**config.mk**
```make
export PLATFORM = sky130hd
export DESIGN_NAME = nearest_timer_pulse_rate_top_flat
export DESIGN_NICKNAME = d
export VERILOG_FILES = /design/src/ntpr_pkg.sv /design/src/ntpr_if.sv /design/src/nearest_timer_pulse_rate_top.sv /design/src/flat_wrapper.sv
export SDC_FILE = /design/constraint.sdc
export NUM_CORES = 1
export LEC_CHECK = 0
export BUFFER_PORTS_ARGS = -buffer_cell sky130_fd_sc_hd__buf_2
export CORE_ASPECT_RATIO = 1.5
export CORE_MARGIN = 1.5
export CORE_UTILIZATION = 40
export DETAILED_ROUTE_END_ITERATION = 8
export GPL_TIMING_DRIVEN = 0
export PLACE_DENSITY = 0.62
export SLEW_MARGIN = 20
export SYNTH_ARGS = -nofsm -noshare
export SYNTH_HDL_FRONTEND = slang
export SYNTH_SLANG_ARGS = --single-unit
export TNS_END_PERCENT = 20
```
**constraint.sdc**
```tcl
create_clock -name clk -period 8 [get_ports clk]
set_clock_uncertainty 0.1 [all_clocks]
set_input_delay 2 -clock clk [delete_from_list [all_inputs] [get_ports clk]]
set_output_delay 2 -clock clk [all_outputs]
set_load 0.02 [all_outputs]
```
**src/ntpr_pkg.sv**
```systemverilog
`timescale 1ns / 1ps
// Package for the nearest-timer pulse-rate block: field widths, rate table
// constants and the table lookup function. No dependencies.
package ntpr_pkg;

	localparam int TimerWidth = 16;
	localparam int MinWidth   = 15;
	localparam int RateWidth  = 8;
	localparam int StepLog    = 3;
	localparam int IdxWidth   = 5;
	localparam int FracWidth  = StepLog;
	localparam int StepCount  = 1 << StepLog;
	localparam int RateEntries = 18;
	localparam int AccWidth   = 11;

	// Minimum value that stands for "no active timer".
	localparam logic [MinWidth-1:0] NO_ACTIVE_MIN = '1;
	// At or beyond this minimum the rate is fixed.
	localparam logic [MinWidth-1:0] FAR_THRESHOLD = MinWidth'((RateEntries - 1) * StepCount);
	localparam logic [RateWidth-1:0] FAR_RATE = RateWidth'(6);

	// Rate table, one entry every eight seconds.
	function automatic logic [RateWidth-1:0] rate_entry(input logic [IdxWidth-1:0] idx);
		logic [RateWidth-1:0] r;
		case (idx)
			5'd0:    r = 8'd200;
			5'd1:    r = 8'd144;
			5'd2:    r = 8'd106;
			5'd3:    r = 8'd79;
			5'd4:    r = 8'd60;
			5'd5:    r = 8'd46;
			5'd6:    r = 8'd36;
			5'd7:    r = 8'd29;
			5'd8:    r = 8'd23;
			5'd9:    r = 8'd19;
			5'd10:   r = 8'd16;
			5'd11:   r = 8'd13;
			5'd12:   r = 8'd11;
			5'd13:   r = 8'd10;
			5'd14:   r = 8'd9;
			5'd15:   r = 8'd8;
			5'd16:   r = 8'd7;
			5'd17:   r = 8'd7;
			default: r = FAR_RATE;
		endcase
		return r;
	endfunction

endpackage

```
**src/ntpr_if.sv**
```systemverilog
`timescale 1ns / 1ps
// Valid/ready channel interfaces for timer beats and pulse-rate beats.
// Depends on ntpr_pkg for the field widths.
interface ntpr_timer_if;
	import ntpr_pkg::*;
	logic                          valid;
	logic                          ready;
	logic signed [TimerWidth-1:0]  timer_value;
	logic                          last_timer;
	logic                          suppress;

	modport source (output valid, timer_value, last_timer, suppress, input ready);
	modport sink   (input valid, timer_value, last_timer, suppress, output ready);
endinterface

interface ntpr_pulse_if;
	import ntpr_pkg::*;
	logic                  valid;
	logic                  ready;
	logic                  pulse_on;
	logic [RateWidth-1:0]  pulse_rate;

	modport source (output valid, pulse_on, pulse_rate, input ready);
	modport sink   (input valid, pulse_on, pulse_rate, output ready);
endinterface

```
**src/nearest_timer_pulse_rate_top.sv**
```systemverilog
`timescale 1ns / 1ps
// Nearest-timer pulse-rate block: running minimum over a scan of timers and
// table interpolation of the LED pulse rate. Depends on ntpr_pkg, ntpr_if.
//
// Usage:
//   timers: one beat per countdown timer (signed seconds, negative means
//     inactive). last_timer marks the final beat of a scan; suppress on that
//     beat withholds the result. suppress on other beats is ignored.
//   pulse: one beat per unsuppressed scan. pulse_on = 0 with pulse_rate = 0
//     when no timer was active, else pulse_on = 1 with the rate (6..200).
// Result path: the edge that accepts the last beat of a scan loads the middle
//   stage; the interpolation of that minimum is then loaded into the output
//   register when the middle stage advances.
// Throughput: one timer beat per cycle while timers.ready is high; the
//   running-minimum compare is combinational and the interpolation stage holds a single entry.
// Reset: the running minimum returns to "no active timer", both stages empty.
// Stall: a held result stays in the output register; one more result may
//   wait in the middle stage, after which timers.ready drops until the
//   receiver takes the held beat. Timer beats without a result keep flowing
//   as long as the middle stage is empty or can advance.
module nearest_timer_pulse_rate_top (
	input  logic                clk,
	input  logic                arst_n,
	ntpr_timer_if.sink          timers,
	ntpr_pulse_if.source        pulse
);
	import ntpr_pkg::*;

	logic                  lower_min;
	logic [MinWidth-1:0]   run_min_q;
	logic [MinWidth-1:0]   new_min;
	logic                  tv_active;
	logic                  in_acc;
	logic                  take_result;

	logic                  v_s1;
	logic [MinWidth-1:0]   m_s1;
	logic                  out_free;
	logic                  adv_s1;

	logic                  out_valid_q;
	logic                  pulse_on_q;
	logic [RateWidth-1:0]  pulse_rate_q;

	logic [IdxWidth-1:0]   idx;
	logic [FracWidth-1:0]  frac;
	logic [RateWidth-1:0]  e0;
	logic [RateWidth-1:0]  e1;
	logic [FracWidth:0]    w0;
	logic [AccWidth-1:0]   acc;
	logic                  on_c;
	logic [RateWidth-1:0]  rate_c;

	// Handshake: the middle stage frees when it moves into the output register.
	assign out_free     = !out_valid_q || pulse.ready;
	assign adv_s1       = v_s1 && out_free;
	assign timers.ready = !v_s1 || out_free;
	assign in_acc       = timers.valid && timers.ready;
	assign take_result  = in_acc && timers.last_timer && !timers.suppress;

	// Fold the beat into the running minimum.
	assign tv_active = !timers.timer_value[TimerWidth-1];
	assign lower_min = tv_active && (timers.timer_value[MinWidth-1:0] < run_min_q);
	assign new_min   = lower_min ? timers.timer_value[MinWidth-1:0] : run_min_q;

	always_ff @(posedge clk or negedge arst_n) begin
		if (!arst_n) begin
			run_min_q <= NO_ACTIVE_MIN;
		end else if (in_acc) begin
			run_min_q <= timers.last_timer ? NO_ACTIVE_MIN : new_min;
		end
	end

	// Hold the scan minimum until the output register takes it.
	always_ff @(posedge clk or negedge arst_n) begin
		if (!arst_n) begin
			v_s1 <= 1'b0;
		end else begin
			v_s1 <= (v_s1 && !adv_s1) || take_result;
		end
	end

	always_ff @(posedge clk) begin
		if (take_result) begin
			m_s1 <= new_min;
		end
	end

	// Interpolate between neighboring table entries in eighths.
	always_comb begin
		idx    = m_s1[StepLog+IdxWidth-1:StepLog];
		frac   = m_s1[FracWidth-1:0];
		e0     = rate_entry(idx);
		e1     = rate_entry(IdxWidth'(idx + IdxWidth'(1)));
		w0     = (FracWidth+1)'(StepCount) - {1'b0, frac};
		acc    = AccWidth'({3'b000, e0} * {7'b0000000, w0})
		       + AccWidth'({3'b000, e1} * {8'b00000000, frac});
		on_c   = (m_s1 != NO_ACTIVE_MIN);
		if (!on_c) begin
			rate_c = '0;
		end else if (m_s1 >= FAR_THRESHOLD) begin
			rate_c = FAR_RATE;
		end else begin
			rate_c = acc[StepLog+RateWidth-1:StepLog];
		end
	end

	// Output register: load on advance, drop once taken.
	always_ff @(posedge clk or negedge arst_n) begin
		if (!arst_n) begin
			out_valid_q <= 1'b0;
		end else if (out_free) begin
			out_valid_q <= v_s1;
		end
	end

	always_ff @(posedge clk) begin
		if (adv_s1) begin
			pulse_on_q   <= on_c;
			pulse_rate_q <= rate_c;
		end
	end

	assign pulse.valid      = out_valid_q;
	assign pulse.pulse_on   = pulse_on_q;
	assign pulse.pulse_rate = pulse_rate_q;

	// A scan end always restores the no-active minimum.
	a_min_restored: assert property (@(posedge clk) disable iff (!arst_n)
		in_acc && timers.last_timer |=> run_min_q == NO_ACTIVE_MIN)
		else $error("running minimum not restored after scan end");

	// The middle stage fills only from an unsuppressed scan end.
	a_s1_source: assert property (@(posedge clk) disable iff (!arst_n)
		$rose(v_s1) |-> $past(take_result))
		else $error("result stage filled without an unsuppressed last beat");

	// LED off carries a zero rate.
	a_off_zero: assert property (@(posedge clk) disable iff (!arst_n)
		pulse.valid && !pulse.pulse_on |-> pulse.pulse_rate == '0)
		else $error("nonzero rate with LED off");

	// LED on carries a rate within the table span.
	a_on_range: assert property (@(posedge clk) disable iff (!arst_n)
		pulse.valid && pulse.pulse_on |->
			pulse.pulse_rate >= FAR_RATE && pulse.pulse_rate <= RateWidth'(200))
		else $error("rate out of range with LED on");

endmodule
```
**src/flat_wrapper.sv**
```systemverilog
// flat-port wrapper written by rule: the top's interface ports become plain ports
module nearest_timer_pulse_rate_top_flat import ntpr_pkg::*;
  (clk, arst_n, timers_valid, timers_timer_value, timers_last_timer, timers_suppress, timers_ready, pulse_valid, pulse_pulse_on, pulse_pulse_rate, pulse_ready);
  ntpr_timer_if timers_i ();
  ntpr_pulse_if pulse_i ();
  input  logic clk;
  input  logic arst_n;
  input wire logic [$bits(timers_i.valid)-1:0] timers_valid;
  input wire logic [$bits(timers_i.timer_value)-1:0] timers_timer_value;
  input wire logic [$bits(timers_i.last_timer)-1:0] timers_last_timer;
  input wire logic [$bits(timers_i.suppress)-1:0] timers_suppress;
  output wire logic [$bits(timers_i.ready)-1:0] timers_ready;
  output wire logic [$bits(pulse_i.valid)-1:0] pulse_valid;
  output wire logic [$bits(pulse_i.pulse_on)-1:0] pulse_pulse_on;
  output wire logic [$bits(pulse_i.pulse_rate)-1:0] pulse_pulse_rate;
  input wire logic [$bits(pulse_i.ready)-1:0] pulse_ready;
  assign timers_i.valid = timers_valid;
  assign timers_i.timer_value = timers_timer_value;
  assign timers_i.last_timer = timers_last_timer;
  assign timers_i.suppress = timers_suppress;
  assign timers_ready = timers_i.ready;
  assign pulse_valid = pulse_i.valid;
  assign pulse_pulse_on = pulse_i.pulse_on;
  assign pulse_pulse_rate = pulse_i.pulse_rate;
  assign pulse_i.ready = pulse_ready;
  nearest_timer_pulse_rate_top u_core (.clk(clk), .arst_n(arst_n), .timers(timers_i), .pulse(pulse_i));
endmodule
```
# == After elaboration in Yosys (flattened, before gate mapping) ==
# Memory sizes are Yosys's and may differ from the RTL's. A register that Yosys moved wholly into a read port is not among the register bits.
# Cells that the tools add are included.
# classes
add_sub_neg,3
eq_ne,1
bitwise_logic,1
n_reduce_logical,15
n_mul,2
mux,4
n_lt_le_gt_ge,2
# ops
cell,n
$mux 15,2
$ge 15x8->1 const B,1
$lt 15x15->1,1
$ne 15x15->1 const B,1
$add 11x11->11,1
$mul 8x3->11,1
$mul 8x4->11,1
$logic_and 1x1->1,6
$add 5x1->5 const B,1
$logic_not 1->1,5
$mux 5,1
$sub 4x3->4 const A,1
$logic_or 1x1->1,3
$mux 3,1
$reduce_or 2->1,1
$not 1->1,1
# word_totals
reg_bits,41
memories,2
input_bits,22
rom_bits,512
output_inout_bits,11
word_cells,37
# memory_table
name,depth,word_bits,read_ports,rd_clocked_by_memory_dff,write_ports,line,source
(name not given),32,8,1,1,0,ntpr_pkg.sv:25,case (idx)
(name not given),32,8,1,0,0,ntpr_pkg.sv:25,

# == Depth between registers and ports, before layout ==
# depth
word_depth,7
ltp_mapped,26
mapped_depth_nobuf,24

# == Least setup slack after synthesis ==
# No wires, ideal clock.
# synth_timing
path_kind,flip-flop to flip-flop
from,register u_core.m_s1[3]
to,register u_core.pulse_rate_q[5] (netlist: u_core.pulse.pulse_rate[5]) (data pin)
path_slack_ns,1.957
required_ns,7.638
stages_incl_launch_ff,27
setup_ns,0.262
period_less_slack_ns,6.043
arrival_time_ns,5.681
cell_sequence,edfxtp_1 buf_4 inv_1 ha_1 buf_2 xnor2_1 nor2_1 o21ai_0 nand2_1 a21oi_1 nor2b_1 fa_1 inv_1 fa_1 inv_1 fa_1 inv_1 fa_1 inv_1 ha_1 and3_1 o31a_1 a2111oi_4 nor2_1 a21oi_1 xor2_1 nor2_1
# synth_between
elab_chain_len,4
elab_cells_between_ends,8
# synth_lines
item,line,source
"start, declared",nearest_timer_pulse_rate_top.sv:37,logic [MinWidth-1:0] m_s1;
"start signal, assigned",nearest_timer_pulse_rate_top.sv:85,m_s1 <= new_min;
$add 5x1->5,nearest_timer_pulse_rate_top.sv:94,e1 = rate_entry(IdxWidth'(idx + IdxWidth'(1)));
$mem_v2 32x8,--,
$mul 8x3->11,nearest_timer_pulse_rate_top.sv:97,"+ AccWidth'({3'b000, e1} * {8'b00000000, frac});"
$add 11x11->11,nearest_timer_pulse_rate_top.sv:97,
"end signal, assigned",nearest_timer_pulse_rate_top.sv:120,pulse_rate_q <= rate_c;
"end, declared",nearest_timer_pulse_rate_top.sv:43,logic [RateWidth-1:0] pulse_rate_q;
# Several ways; a longest one is shown, not always the timed one.
# A chain may end at the register's enable or synchronous reset.

# == Worst setup path in the final report ==
# Ends and elaborated chain as after synthesis.

==> impl_metrics.ini <==
[yosys]
synth_top_area_share_pct = 15.0
synth_edf_count = 24
yosysTopAreaCell = edfxtp_1
synthCells = 517
synth.avg_cell_area_um2 = 9.28
synth_flop_cell = edfxtp_1
ys.warnings.count = 0
netlist_top_cells_area = edfxtp_1 (15%), fa_1 (13%), ha_1 (11%)
async_flop_share_pct = 34.7
synth.distinct_cells = 68
syn-num-nets = 614
synthesis.area_mm2 = 0.00480
ys_seq_area_share_pct = 27.6
synth.ff_latch_count = 49

[timing]
finalSetupTns_ns = 0
setup_viol = 0
hold_slack_ns = 0.405
max_freq_ghz = 0.149
post-route-min-period_ns = 6.71
rsz0062_at_grt = false
finalCritPeriodShare_pct = 83.9
drv_slew = 0
finalHoldViolCount = 0
slew_headroom_pct = 30.6
worst_pin_slew_ns = 1.03

[drt]
drc = 0
wl_per_cell_um = 15.7
viasPerCell = 5.37
routed_wl_um = 11100
ant_nets = 0
vias = 3797
drt-initial-drc-count = 252
first_pass_iters = 4

[die]
core_area_mm2 = 0.0116
die_y_um = 137
die_w_um = 92.4
initial_core_util_pct = 41.4
die_area_mm2 = 0.0127
rows = 48
ioPinCount = 33

[global_routing]
grt_pass1_wl_um = 18900
grt_max_degree = 25
grt.total_usage_pct = 19.2
grt_pass1_vias = 3947
grt_antenna_before_repair = 0
globalRoute.totalOverflow = 0

[setup_path]
critPathMaxStageDelay_ns = 0.54
r2r_cells = 26
worst-setup-path-type = register to register
cp_slowest_cell = fa_1
worst_path_most_repeated_cell = inv_1
crit_path_end_kind = register
cp_max_fo = 10
startpoint_type = register
worstPathArrival_ns = 6.65
required_ns = 7.94

[cells_and_area]
final_util_pct = 45.9
syn2layout_area_growth_pct = 10.8
final_common_cell = inv_1
drive_above_1_share_pct = 17.8
nets = 653
fin_area_mm2 = 0.00532
antenna_cells = 0
nFillCells = 1117
layout_common_cells = inv_1 (72), ha_1 (43), nand2_1 (42)

[placed_design]
port-buffer-count = 32
hpwlAfterDp_um = 9110
place_congestion = 0.904
placed_area_mm2 = 0.00515

[cts]
cts_sinks = 49
cts_made_buffers = 5
cts-resized-gates = 0
h-tree-depth = 2
hold_buffers = 0
clkSlewWorstSetupHoldPaths_ns = 0.07
clockBufferDepth = 2
clk_latency_ns = 0.30
cts_setup_buffers = 0
cts_tree = done
cts_root_buf = clkbuf_16

[pwr]
power_mw = 1.01
ir_drop_uv = 148
pwr_density_cell_mw_per_mm2 = 190
p_leak_nw = 2.34

[flow_run]
drv_cap = 0

[worst_hold_path]
hp-class = register to register
hold_depth = 1

[run_status]
status = finished, final reports clean
-- critical path: cells and delay by family (launching register included) --
kind                     cells  cell delay, ns
adder cells (fa/ha/maj)      6            2.73
AO/OA/AOI/OAI                5            1.30
buffers and inverters        7            0.80
AND/OR/NAND/NOR              6            0.65
flip-flops                   1            0.48
XOR/XNOR                     2            0.38
-- kinds of logic after synthesis --
group / count (synthesis) / share of synthesized area [%]
flops: 49 / 27.6
buf+inv: 92 / 7.74
simple gates: 166 / 17.9
mux: 18 / 4.17
fa+ha+maj: 75 / 24.6
compound gates: 99 / 14.7
xor+xnor: 18 / 3.29
-- per-stage QoR --
step	cells	setup WS, ns
CTS	707	1.31
global placement	699	1.42
global route	707	0.834
finish	707	1.29
floorplan	517	1.96
detailed placement	699	1.32
-- cell usage after synthesis, types with 3 or more instances --
| master | count |
|---|---|
| nor4_1 | 4 |
| fa_1 | 32 |
| nand3_1 | 13 |
| buf_2 | 6 |
| a21oi_1 | 16 |
| mux2_2 | 16 |
| nand2b_1 | 5 |
| ha_1 | 43 |
| a21o_1 | 5 |
| and3_1 | 4 |
| o21ai_0 | 36 |
| a31oi_1 | 5 |
| and2_1 | 25 |
| xnor2_1 | 13 |
| nor3_1 | 14 |
| clkbuf_1 | 7 |
| a211oi_1 | 4 |
| buf_4 | 3 |
| dfxtp_1 | 8 |
| nand4_1 | 9 |
| nor2_1 | 30 |
| a22oi_1 | 3 |
| nand2_1 | 42 |
| o211ai_1 | 3 |
| edfxtp_1 | 24 |
| dfstp_2 | 15 |
| xor2_1 | 5 |
| or3_1 | 4 |
| inv_1 | 72 |
-- state kept, by name, summed over array words and instances (netlist names) --
signal and cells:
u_core.e0 8, u_core.pulse.pulse_on 1, u_core.pulse.pulse_rate 8, u_core.v_s1 1
u_core.pulse.valid 1, u_core.run_min_q 15, u_core.m_s1 15
-- final timing paths --
kind / slack (ns) / end / startpoint
worst max-delay path: 1.29 / u_core.pulse.pulse_rate[5] / u_core.m_s1[3]
min in group asynchronous: 1.53 / u_core.pulse.valid / arst_n
worst min-delay path: 0.40 / u_core.pulse.valid / u_core.v_s1
max in group asynchronous: 5.94 / u_core.run_min_q[14] / arst_n
worst min register to register: 0.40 / u_core.pulse.valid / u_core.v_s1
worst max register to register: 1.29 / u_core.pulse.pulse_rate[5] / u_core.m_s1[3]
-- final cells by class --
type	count	area, µm²	area share (%)
Buffer	18	93.8	1.77
Clock buffer	5	125	2.35
Clock inverter	3	43.8	0.824
Inverter	74	278	5.23
Multi-Input combinational cell	376	3100	58.4
Sequential cell	49	1330	24.9
Tap cell	150	188	3.53
Timing Repair Buffer	32	160	3.01
-- power by group --
part	switching [mW]	total [mW]	internal, mW
combinational	0.265	0.453	0.189
sequential	0.0138	0.307	0.293
clock	0.0988	0.247	0.148
total	0.377	1.01	0.630
-- routing by layer --
layer,routed length [µm],vias up,GRT usage (%)
li1,-,1858,-
met4,553,0,11.1
met2,6140,93,36.9
met1,4100,1815,19.8
met3,330,31,1.78
met5,0,-,0
No activity file was read; power rests on OpenSTA's default activity.
